## config.mk

```make
export PLATFORM = sky130hd
export DESIGN_NAME = fraction_arith_reduce_unit
export DESIGN_NICKNAME = d
export VERILOG_FILES = /design/src/hw/rtl/fra_pkg.sv /design/src/hw/rtl/fraction_arith_reduce_unit.sv
export SDC_FILE = /design/constraint.sdc
export NUM_CORES = 2
export LEC_CHECK = 0
export BUFFER_PORTS_ARGS = -buffer_cell sky130_fd_sc_hd__buf_2
export CAP_MARGIN = 15
export CORE_MARGIN = 2
export CORE_UTILIZATION = 65
export CTS_BUF_LIST = sky130_fd_sc_hd__clkbuf_16
export DETAILED_ROUTE_END_ITERATION = 12
export GPL_TIMING_DRIVEN = 0
export PLACE_DENSITY = 0.79
export REMOVE_ABC_BUFFERS = 1
export SYNTH_ARGS = -nofsm -noshare
export SYNTH_HDL_FRONTEND = slang
export SYNTH_SLANG_ARGS = --single-unit
```

## constraint.sdc

```tcl
create_clock -name clk -period 17 [get_ports clk]
set_clock_uncertainty 0.05 [all_clocks]
set_input_delay 3.4 -clock clk [delete_from_list [all_inputs] [get_ports clk]]
set_output_delay 3.4 -clock clk [all_outputs]
set_load 0.005 [all_outputs]
```

## src/hw/rtl/fra_pkg.sv

```systemverilog
// Shared types, widths and codes for the fraction arithmetic and reduction unit.
package fra_pkg;

  localparam int unsigned OPERAND_WIDTH = 16;
  localparam int unsigned MUL_W         = OPERAND_WIDTH + 1;
  localparam int unsigned PROD_W        = 2 * MUL_W;
  localparam int unsigned NUM_W         = 2 * OPERAND_WIDTH + 1;
  localparam int unsigned DEN_W         = 2 * OPERAND_WIDTH;
  localparam int unsigned CNT_W         = $clog2(DEN_W);
  localparam int unsigned K_W           = $clog2(DEN_W + 1);
  localparam int unsigned MUL_STEPS     = 3;

  typedef enum logic [1:0] {
    CMD_ADD = 2'd0,
    CMD_SUB = 2'd1,
    CMD_MUL = 2'd2,
    CMD_DIV = 2'd3
  } cmd_t;

  localparam logic STATUS_OK       = 1'b0;
  localparam logic STATUS_DIV_ZERO = 1'b1;

  typedef struct packed {
    cmd_t                            cmd;
    logic signed [OPERAND_WIDTH-1:0] a_num;
    logic        [OPERAND_WIDTH-1:0] a_den;
    logic signed [OPERAND_WIDTH-1:0] b_num;
    logic        [OPERAND_WIDTH-1:0] b_den;
  } in_item_t;

  typedef struct packed {
    logic signed [NUM_W-1:0] res_num;
    logic        [DEN_W-1:0] res_den;
    logic                    status;
  } out_item_t;

  typedef enum logic [2:0] {
    ST_IDLE,
    ST_MUL,
    ST_CHECK,
    ST_GCD,
    ST_DIV_NUM,
    ST_DIV_DEN,
    ST_OUT
  } state_t;

endpackage

```

## src/hw/rtl/fraction_arith_reduce_unit.sv

```systemverilog
// Fraction add/sub/mul/div with reduction to lowest terms by binary GCD.
//
// Usage:
//   Input channel (in_valid / in_stall / in_item): one transfer carries an
//   operation code and two fractions, signed numerator over positive
//   denominator. The unit takes one item at a time; in_stall stays high from
//   the transfer until the result has moved into the output register.
//   Output channel (out_valid / out_stall / out_item): one result per item,
//   reduced numerator (sign carrier), positive denominator and a status bit.
//   Division by a zero fraction, or a zero a_den (or b_den for add, sub and
//   mul), gives status 1 with both result fields zero; a zero value comes out as 0/1.
// Sequence: 3 multiply steps on the one 17x17 multiplier, a check state, the
//   binary-GCD loop on the shared 33-bit subtractor, then two 32-bit restoring
//   divisions (numerator, then denominator) on the same subtractor, then the
//   hand-off state; the GCD loop is the variable part. Zero and error results
//   skip GCD and division.
// Stall: the output register holds a finished result while out_stall is high;
//   a following result waits in ST_OUT with in_stall still high, so the next
//   item is not accepted until the held result has moved on.
// Reset: synchronous, active low; clears the sequencer and out_valid.
module fraction_arith_reduce_unit (
  input  logic               clk,
  input  logic               rst_n,
  input  logic               in_valid,
  output logic               in_stall,
  input  fra_pkg::in_item_t  in_item,
  output logic               out_valid,
  input  logic               out_stall,
  output fra_pkg::out_item_t out_item
);

  localparam int unsigned W = fra_pkg::OPERAND_WIDTH;

  // sequencer and control
  fra_pkg::state_t state_r, state_nxt;
  logic [fra_pkg::CNT_W-1:0] cnt_r, cnt_nxt;
  logic out_valid_r, out_valid_nxt;

  // datapath
  fra_pkg::in_item_t  item_r, item_nxt;
  fra_pkg::out_item_t res_r, res_nxt;
  fra_pkg::out_item_t out_item_r, out_item_nxt;
  logic signed [fra_pkg::NUM_W-1:0] num_r, num_nxt;
  logic [fra_pkg::DEN_W-1:0] den_r, den_nxt;
  logic [fra_pkg::DEN_W-1:0] mag_r, mag_nxt;
  logic                      neg_r, neg_nxt;
  logic [fra_pkg::DEN_W-1:0] x_r, x_nxt;   // GCD operand
  logic [fra_pkg::DEN_W-1:0] y_r, y_nxt;   // GCD operand, then divisor
  logic [fra_pkg::K_W-1:0]   k_r, k_nxt;   // common powers of two
  logic [fra_pkg::DEN_W-1:0] dq_r, dq_nxt; // dividend in, quotient out
  logic [fra_pkg::DEN_W-1:0] rem_r, rem_nxt;

  logic in_xfer, out_free;

  // multiplier operands
  logic signed [fra_pkg::MUL_W-1:0] an_x, bn_x, ad_x, bd_x, an_div, bn_abs;
  logic signed [fra_pkg::MUL_W-1:0] mul_a, mul_b;
  logic signed [fra_pkg::PROD_W-1:0] prod;
  logic [fra_pkg::NUM_W-1:0] prod_num;
  logic b_neg;

  // shared subtractor
  logic [fra_pkg::DEN_W:0] sub_a, sub_b, sub_d;

  logic [fra_pkg::NUM_W-1:0] num_abs;
  logic [fra_pkg::NUM_W-1:0] mag_ext;
  logic [fra_pkg::DEN_W-1:0] dq_shift;
  logic gcd_equal, div_last, mul_last, div_bit;

  assign in_stall  = (state_r != fra_pkg::ST_IDLE);
  assign in_xfer   = in_valid && !in_stall;
  assign out_free  = !out_valid_r || !out_stall;
  assign out_valid = out_valid_r;
  assign out_item  = out_item_r;

  // ---------------- multiplier ----------------
  assign b_neg  = item_r.b_num[W-1];
  assign an_x   = {item_r.a_num[W-1], item_r.a_num};
  assign bn_x   = {item_r.b_num[W-1], item_r.b_num};
  assign ad_x   = {1'b0, item_r.a_den};
  assign bd_x   = {1'b0, item_r.b_den};
  assign an_div = b_neg ? -an_x : an_x;  // divisor sign moves to the numerator
  assign bn_abs = b_neg ? -bn_x : bn_x;

  always_comb begin
    unique case (cnt_r)
      fra_pkg::CNT_W'(0): begin
        mul_a = (item_r.cmd == fra_pkg::CMD_DIV) ? an_div : an_x;
        mul_b = (item_r.cmd == fra_pkg::CMD_MUL) ? bn_x : bd_x;
      end
      fra_pkg::CNT_W'(1): begin
        mul_a = bn_x;
        mul_b = ad_x;
      end
      default: begin
        mul_a = ad_x;
        mul_b = (item_r.cmd == fra_pkg::CMD_DIV) ? bn_abs : bd_x;
      end
    endcase
  end

  assign prod     = mul_a * mul_b;
  assign prod_num = prod[fra_pkg::NUM_W-1:0];
  assign mul_last = (cnt_r == fra_pkg::CNT_W'(fra_pkg::MUL_STEPS - 1));

  // ---------------- shared subtractor ----------------
  always_comb begin
    if (state_r == fra_pkg::ST_GCD) begin
      sub_a = {1'b0, x_r};
    end else begin
      sub_a = {rem_r, dq_r[fra_pkg::DEN_W-1]};
    end
  end
  assign sub_b = {1'b0, y_r};
  assign sub_d = sub_a - sub_b;

  assign gcd_equal = x_r[0] && y_r[0] && (sub_d == '0);
  assign div_bit   = !sub_d[fra_pkg::DEN_W];
  assign div_last  = (cnt_r == fra_pkg::CNT_W'(fra_pkg::DEN_W - 1));
  assign dq_shift  = {dq_r[fra_pkg::DEN_W-2:0], div_bit};

  assign num_abs = num_r[fra_pkg::NUM_W-1] ? -num_r : num_r;
  assign mag_ext = {1'b0, mag_r};

  // ---------------- next state ----------------
  always_comb begin
    state_nxt = state_r;
    unique case (state_r)
      fra_pkg::ST_IDLE:    if (in_xfer) state_nxt = fra_pkg::ST_MUL;
      fra_pkg::ST_MUL:     if (mul_last) state_nxt = fra_pkg::ST_CHECK;
      fra_pkg::ST_CHECK: begin
        if ((den_r == '0) || (num_r == '0)) begin
          state_nxt = fra_pkg::ST_OUT;
        end else begin
          state_nxt = fra_pkg::ST_GCD;
        end
      end
      fra_pkg::ST_GCD:     if (gcd_equal) state_nxt = fra_pkg::ST_DIV_NUM;
      fra_pkg::ST_DIV_NUM: if (div_last) state_nxt = fra_pkg::ST_DIV_DEN;
      fra_pkg::ST_DIV_DEN: if (div_last) state_nxt = fra_pkg::ST_OUT;
      fra_pkg::ST_OUT:     if (out_free) state_nxt = fra_pkg::ST_IDLE;
      default:             state_nxt = fra_pkg::ST_IDLE;
    endcase
  end

  // ---------------- datapath / outputs ----------------
  always_comb begin
    item_nxt      = item_r;
    res_nxt       = res_r;
    out_item_nxt  = out_item_r;
    out_valid_nxt = out_valid_r;
    num_nxt       = num_r;
    den_nxt       = den_r;
    mag_nxt       = mag_r;
    neg_nxt       = neg_r;
    x_nxt         = x_r;
    y_nxt         = y_r;
    k_nxt         = k_r;
    dq_nxt        = dq_r;
    rem_nxt       = rem_r;
    cnt_nxt       = cnt_r;

    if (out_valid_r && !out_stall) begin
      out_valid_nxt = 1'b0;
    end

    unique case (state_r)
      fra_pkg::ST_IDLE: begin
        if (in_xfer) begin
          item_nxt = in_item;
          cnt_nxt  = '0;
        end
      end
      fra_pkg::ST_MUL: begin
        cnt_nxt = cnt_r + 1'b1;
        unique case (cnt_r)
          fra_pkg::CNT_W'(0): num_nxt = prod_num;
          fra_pkg::CNT_W'(1): begin
            if (item_r.cmd == fra_pkg::CMD_ADD) begin
              num_nxt = num_r + prod_num;
            end else if (item_r.cmd == fra_pkg::CMD_SUB) begin
              num_nxt = num_r - prod_num;
            end
          end
          default: den_nxt = prod[fra_pkg::DEN_W-1:0];
        endcase
      end
      fra_pkg::ST_CHECK: begin
        cnt_nxt = '0;
        neg_nxt = num_r[fra_pkg::NUM_W-1];
        mag_nxt = num_abs[fra_pkg::DEN_W-1:0];
        x_nxt   = num_abs[fra_pkg::DEN_W-1:0];
        y_nxt   = den_r;
        k_nxt   = '0;
        if (den_r == '0) begin
          res_nxt.res_num = '0;
          res_nxt.res_den = '0;
          res_nxt.status  = fra_pkg::STATUS_DIV_ZERO;
        end else if (num_r == '0) begin
          res_nxt.res_num = '0;
          res_nxt.res_den = fra_pkg::DEN_W'(1);
          res_nxt.status  = fra_pkg::STATUS_OK;
        end
      end
      fra_pkg::ST_GCD: begin
        // Stein: strip twos, swap so x >= y, then x = (x - y) / 2
        priority if (!x_r[0] && !y_r[0]) begin
          x_nxt = x_r >> 1;
          y_nxt = y_r >> 1;
          k_nxt = k_r + 1'b1;
        end else if (!x_r[0]) begin
          x_nxt = x_r >> 1;
        end else if (!y_r[0]) begin
          y_nxt = y_r >> 1;
        end else if (gcd_equal) begin
          y_nxt   = x_r << k_r;  // gcd becomes the divisor
          dq_nxt  = mag_r;
          rem_nxt = '0;
          cnt_nxt = '0;
        end else if (sub_d[fra_pkg::DEN_W]) begin
          x_nxt = y_r;
          y_nxt = x_r;
        end else begin
          x_nxt = sub_d[fra_pkg::DEN_W:1];
        end
      end
      fra_pkg::ST_DIV_NUM, fra_pkg::ST_DIV_DEN: begin
        // restoring division, one quotient bit per cycle
        cnt_nxt = cnt_r + 1'b1;
        dq_nxt  = dq_shift;
        rem_nxt = div_bit ? sub_d[fra_pkg::DEN_W-1:0] : sub_a[fra_pkg::DEN_W-1:0];
        if (div_last) begin
          cnt_nxt = '0;
          rem_nxt = '0;
          if (state_r == fra_pkg::ST_DIV_NUM) begin
            mag_nxt = dq_shift;
            dq_nxt  = den_r;
          end else begin
            res_nxt.res_num = neg_r ? -mag_ext : mag_ext;
            res_nxt.res_den = dq_shift;
            res_nxt.status  = fra_pkg::STATUS_OK;
          end
        end
      end
      fra_pkg::ST_OUT: begin
        if (out_free) begin
          out_item_nxt  = res_r;
          out_valid_nxt = 1'b1;
        end
      end
      default: ;
    endcase
  end

  // ---------------- registers ----------------
  always_ff @(posedge clk) begin
    if (!rst_n) begin
      state_r     <= fra_pkg::ST_IDLE;
      cnt_r       <= '0;
      out_valid_r <= 1'b0;
    end else begin
      state_r     <= state_nxt;
      cnt_r       <= cnt_nxt;
      out_valid_r <= out_valid_nxt;
    end
  end

  always_ff @(posedge clk) begin
    item_r     <= item_nxt;
    res_r      <= res_nxt;
    out_item_r <= out_item_nxt;
    num_r      <= num_nxt;
    den_r      <= den_nxt;
    mag_r      <= mag_nxt;
    neg_r      <= neg_nxt;
    x_r        <= x_nxt;
    y_r        <= y_nxt;
    k_r        <= k_nxt;
    dq_r       <= dq_nxt;
    rem_r      <= rem_nxt;
  end

  // ---------------- assertions ----------------
  a_out_from_seq: assert property (@(posedge clk) disable iff (!rst_n)
    $rose(out_valid_r) |-> $past(state_r == fra_pkg::ST_OUT))
    else $error("out_valid rose outside the hand-off state");

  a_gcd_nonzero: assert property (@(posedge clk) disable iff (!rst_n)
    (state_r == fra_pkg::ST_GCD) |-> ((x_r != '0) && (y_r != '0)))
    else $error("GCD operand reached zero");

  a_ok_den: assert property (@(posedge clk) disable iff (!rst_n)
    (out_valid_r && (out_item_r.status == fra_pkg::STATUS_OK)) |-> (out_item_r.res_den != '0))
    else $error("good result with zero denominator");

  a_err_zero: assert property (@(posedge clk) disable iff (!rst_n)
    (out_valid_r && (out_item_r.status == fra_pkg::STATUS_DIV_ZERO))
      |-> ((out_item_r.res_num == '0) && (out_item_r.res_den == '0)))
    else $error("error result with nonzero fields");

endmodule

```

# After elaboration in Yosys (flattened, before gate mapping)
# Cells that the tools add are included.
# W data, S select, Z words.
[word_totals]
in_bits = 70
word_cells = 175
ff_bits = 439
[classes]
eq_ne = 31
muxes = 67
mul = 1
n_shift = 1
n_bitwise = 1
addsub = 9
reduce_logical = 40
[ops]
columns = ["operator", "n"]
rows = [
  ["$mux W32", 25],
  ["$pmux W32 S2", 5],
  ["$mux W66", 4],
  ["$mux W33", 4],
  ["$pmux W66 S2", 1],
  ["$mux W17", 5],
  ["$pmux W17 S2", 2],
  ["$logic_not A33 Y1", 2],
  ["$pmux W33 S2", 1],
  ["$neg A16 Y17", 2],
  ["$add A33 B33 Y33", 1],
  ["$mul A17 B17 Y33", 1],
  ["$neg A32 Y33", 1],
  ["$sub A33 B32 Y33", 1],
  ["$sub A33 B33 Y33", 1],
  ["$logic_not A32 Y1", 1],
  ["$neg A32 Y32", 1],
  ["$shl A32 B6 Y32", 1],
  ["$mux W5", 6],
  ["$pmux W5 S5", 1],
  ["$ne A2 B2 Y1 const B", 12],
  ["$mux W3", 7],
  ["$pmux W3 S7", 1],
  ["$pmux W6 S2", 1],
  ["other kinds (33)", 63],
]

# Logic depth before layout (Yosys ltp)
[logic_depth]
ltp_word = 10
ltp_mapped = 44

# Worst setup path before layout
# No wires, ideal clock.
[synth_timing]
path_type = "reg2reg"
from = "reg item_r (netlist bit an_x[3])"
to = "reg num_r[31] (netlist bit) (data pin)"
n_path_buf = 1
setup_time_ps = 269
t_arrival_ps = 10275
stages_incl_launch_ff = 40
period_less_slack_ps = 10594
setup_slack_ps = 6406
cell_sequence = "edfxtp_1 or3_1 or3_1 nor3b_1 a21oi_1 xnor2_1 nor2_1 a221oi_1 clkbuf_1 nor2_1 fa_1 inv_1 fa_1 fa_1 inv_1 fa_1 fa_1 inv_1 [... 4 more ...] and3_4 a211oi_4 xor2_1 nand2_1 nor3_1 a21oi_1 xnor2_1 ha_1 and3_1 and2_1 a221oi_1 o31ai_1 a2111oi_0 o31a_1 o21ai_0 a31oi_1 xor2_1 o21ai_0"
[synth_between]
elab_chain_cells = 9
[synth_rtl]
columns = ["item", "line_no", "text"]
rows = [
  ["start: declaration", "fraction_arith_reduce_unit.sv:40", "fra_pkg::in_item_t item_r, item_nxt;"],
  ["start signal: assignment", "fraction_arith_reduce_unit.sv:269", "item_r <= item_nxt;"],
  ["$neg A16 Y17", "fraction_arith_reduce_unit.sv:82", "assign an_div = b_neg ? -an_x : an_x;"],
  ["$mux W17", "fraction_arith_reduce_unit.sv:82", ""],
  ["$mux W17 *", "fraction_arith_reduce_unit.sv:88", "mul_a = (item_r.cmd == fra_pkg::CMD_DIV) ? an_div : an_x;"],
  ["$pmux W17 S2 *", "fraction_arith_reduce_unit.sv:86", "unique case (cnt_r)"],
  ["$mul A17 B17 Y33 *", "fraction_arith_reduce_unit.sv:102", "assign prod = mul_a * mul_b;"],
  ["$sub A33 B33 Y33", "fraction_arith_reduce_unit.sv:182", "num_nxt = num_r - prod_num;"],
  ["$mux W33", "fraction_arith_reduce_unit.sv:181", "end else if (item_r.cmd == fra_pkg::CMD_SUB) begin"],
  ["$mux W33", "fraction_arith_reduce_unit.sv:179", "if (item_r.cmd == fra_pkg::CMD_ADD) begin"],
  ["$pmux W33 S2 *", "fraction_arith_reduce_unit.sv:176", "unique case (cnt_r)"],
  ["end signal: assignment", "fraction_arith_reduce_unit.sv:272", "num_r <= num_nxt;"],
  ["end: declaration", "fraction_arith_reduce_unit.sv:43", "logic signed [fra_pkg::NUM_W-1:0] num_r, num_nxt;"],
]
# Every way passes the cells marked *; elsewhere a longest branch is shown, timed or not. The select of a mux whose other input is x is not followed.
# A chain may end at the register's enable or synchronous reset.

# Final worst setup path
[layout_timing]
from = "reg cnt_r[1] (netlist bit)"
to = "reg num_r[31] (netlist bit) (data pin)"
[layout_between]
elab_chain_cells = 7
[layout_rtl]
columns = ["item", "line_no", "text"]
rows = [
  ["start: declaration", "fraction_arith_reduce_unit.sv:36", "logic [fra_pkg::CNT_W-1:0] cnt_r, cnt_nxt;"],
  ["start signal: assignment", "fraction_arith_reduce_unit.sv:263", "cnt_r <= cnt_nxt;"],
  ["$eq A5 B1 Y1 or $logic_not A5 Y1 (tied branches)", "fraction_arith_reduce_unit.sv:86, fraction_arith_reduce_unit.sv:176", ""],
  ["$pmux W17 S2", "fraction_arith_reduce_unit.sv:86", ""],
  ["$mul A17 B17 Y33", "fraction_arith_reduce_unit.sv:102", ""],
  ["$sub A33 B33 Y33", "fraction_arith_reduce_unit.sv:182", ""],
  ["$mux W33", "fraction_arith_reduce_unit.sv:181", ""],
  ["$mux W33", "fraction_arith_reduce_unit.sv:179", ""],
  ["$pmux W33 S2 *", "fraction_arith_reduce_unit.sv:176", ""],
]
# Marks and branches as above.

==> impl_metrics.py <==
metrics = {
    "outcome": {
        "status": "finished, final reports clean",
    },
    "setup_path": {
        "cp_data_required_time_ns": 17.28,
        "start_kind": "register",
        "path_class": "register to register",
        "r2r_end": "num_r[31]$_DFFE_PP_",
        "critPathMaxStageDelay_ns": 0.82,
        "critPathMostFrequentCell": "fa_1",
        "crit_slowest_cell": "nor4b_2",
        "cp_max_fo": 11,
        "r2r-start": "cnt_r[1]$_SDFFE_PN0P_",
        "end_kind": "register",
        "r2r_slack_ns": 4.41,
        "rr_worst_depth": 39,
        "cp.arrival_ns": 12.87,
    },
    "sta": {
        "min_period_ns": 12.59,
        "fmax_mhz": 79.4,
        "hold_viol": 0,
        "setup_ws_ns": 4.41,
        "relSlewSlack_pct": 20.5,
        "worst_slew_pin_slew_ns": 1.19,
        "fin_crit_sh_pct": 74.0,
        "rsz0062_at_grt": "false",
        "drv_slew": 0,
        "setup_viol": 0,
    },
    "die": {
        "fp-row-count": 88,
        "io_pins": 138,
        "die_w_um": 245,
        "die_height_um": 245,
        "core_area_mm2": 0.0575,
        "initial_core_util_pct": 65.6,
        "die-area_mm2": 0.0599,
    },
    "min_path": {
        "hold_depth": 0,
        "hp-class": "register to register",
        "holdPathEnd": "out_item[55]$_DFFE_PP_",
        "hold_start": "res_r[55]$_SDFFCE_PP0P_",
    },
    "clock_network": {
        "cts.htree.levels": 2,
        "ctsHoldBuffers": 0,
        "cts.sinks": 439,
        "postCtsSetupBuffers": 0,
        "cts_buffers": 47,
        "clk_pin_slew_ns": 0.06,
        "post_cts_resized": 0,
        "cts_tree": "built",
        "cts_root_buf": "clkbuf_16",
        "clk_latency_ns": 0.61,
        "clockBufferDepth": 3,
    },
    "placed_design": {
        "place_ws_ns": 4.05,
        "dp_cells": 4706,
        "place_area_mm2": 0.0397,
        "io_buffers": 137,
        "hpwl_mm": 77.6,
        "gp_congestion": 0.934,
    },
    "logic_synthesis": {
        "synth_async_sr_flop_share_pct": 0,
        "ys_seq_area_share_pct": 34.7,
        "synth_edf_count": 430,
        "ys_seq_elements": 439,
        "synth_top_family_by_area": "adder cells",
        "synth-compound-area-share_pct": 13.8,
        "syn_avg_cell_area_um2": 9.61,
        "synth-main-ff-cell": "edfxtp_1",
        "synth.area.mux_share_pct": 4.56,
        "ys_types": 96,
        "synth_xor_area_share_pct": 4.43,
        "synthAdderAreaFrac_pct": 20.9,
        "yosys_warnings": 0,
        "synthesis.area_mm2": 0.0377,
        "yosys.area_share.simple_pct": 15.0,
        "syn_inst": 3924,
    },
    "routing": {
        "drc": 0,
        "final_antenna_net_count": 0,
        "vias": 29700,
        "wl_mm": 99.4,
        "avgViaCountPerCell": 6.19,
        "first_pass_iters": 5,
        "drt_iter0_markers": 2683,
        "wl_per_cell_um": 20.7,
    },
    "finish": {
        "drive_above_1_share_pct": 9.87,
        "fin_util_pct": 71.9,
        "n_fill_cell": 4319,
        "layoutNonFillerInstCount": 4797,
        "layout_commonest_cell": "inv_1",
        "design_area_mm2": 0.0413,
        "final_cell_mix": "481 x inv_1, 430 x edfxtp_1, 409 x nand2_1",
        "regArea_mm2": 0.0131,
        "multi_input_area_mm2": 0.0224,
        "area_growth_pct": 9.56,
        "nets": 4519,
        "antenna_cells": 0,
    },
    "global_route": {
        "grt_pass1_vias": 29500,
        "grt_max_degree": 106,
        "antenna_found_initial": 2,
        "grt_use_total_pct": 33.5,
        "grt_pass1_wl_mm": 157,
        "overflow": 0,
    },
    "flow_run": {
        "cap_viol_max_count": 0,
    },
}
final cells by class:
class                      count  share of cell area [%]
clock buffer                  48                    2.91
clock inverter                38                   0.845
inverter                     474                    4.31
multi-input combinational   2826                    54.1
sequential                   439                    31.7
tap                          765                    2.32
timing repair buffer         207                    3.79
synthesized netlist by cell type (all sizes together) (72+ instances only):
library cell	count	area share, %
inv	472	4.7
edfxtp	430	34
nand2	410	4.1
nor2	402	4.0
fa	292	16
a21oi	252	3.4
o21ai	210	2.8
clkbuf	163	1.6
ha	162	5.4
xor2	118	2.8
mux2i	110	2.9
xnor2	72	1.7
through the flow:
step                hold slack [ns]  TNS [ns]
detailed placement            0.355         0
global route                  0.370         0
finish                        0.366         0
CTS                           0.365         0
floorplan                     0.350         0
global placement              0.351   -234.75
cells by family after synthesis:
family,Yosys count
AO/OA/AOI/OAI,806
XOR/XNOR,190
adder cells (fa/ha/maj),454
buffers and inverters,659
flip-flops,439
multiplexers,142
AND/OR/NAND/NOR,1234
routing by layer:
layer  vias to the layer above  wire [um]  global-route usage, %
li1                      13700          -                      -
met1                     14300      38000                   41.0
met2                      1356      49300                   58.7
met3                       297       6890                   4.62
met4                         2       5160                   15.7
met5                         -         57                      0
worst max-delay path by stage:
stage,slack [ns],start,cells after the start,endpoint
floorplan,0.84,cnt_r[1]$_SDFFE_PN0P_,36,num_r[31]$_DFFE_PP_
global placement,-7.09,cnt_r[1]$_SDFFE_PN0P_,35,num_r[31]$_DFFE_PP_
detailed placement,4.05,cnt_r[1]$_SDFFE_PN0P_,36,num_r[31]$_DFFE_PP_
CTS,3.95,cnt_r[1]$_SDFFE_PN0P_,36,num_r[31]$_DFFE_PP_
global route,3.50,cnt_r[1]$_SDFFE_PN0P_,39,num_r[31]$_DFFE_PP_
finish,4.41,cnt_r[1]$_SDFFE_PN0P_,39,num_r[31]$_DFFE_PP_
flip-flops by register name, summed over array words and instances, names as in the netlist:
name       flops
bn_x          15
state_r        3
out_item      66
k_r            6
dq_r          32
y_r           32
bd_x          16
num_r         33
cnt_r          5
out_valid      1
neg_r          1
item_r         2
b_neg          1
an_x          16
rem_r         32
mag_r         32
den_r         32
x_r           32
res_r         66
ad_x          16
critical path: cells and delay by family, from the launching register on:
kind	cells	cell delay [ns]
adders and majority gates	9	3.89
and+or+nand+nor	9	3.36
AOI/OAI and AO/OA	9	2.57
buffers and inverters	9	1.36
xor gates and xnor gates	3	0.69
DFF	1	0.38
Power is left out: the tool's default activity adds up to more than one toggle a clock period on the data nets, which glitch-free logic cannot reach.
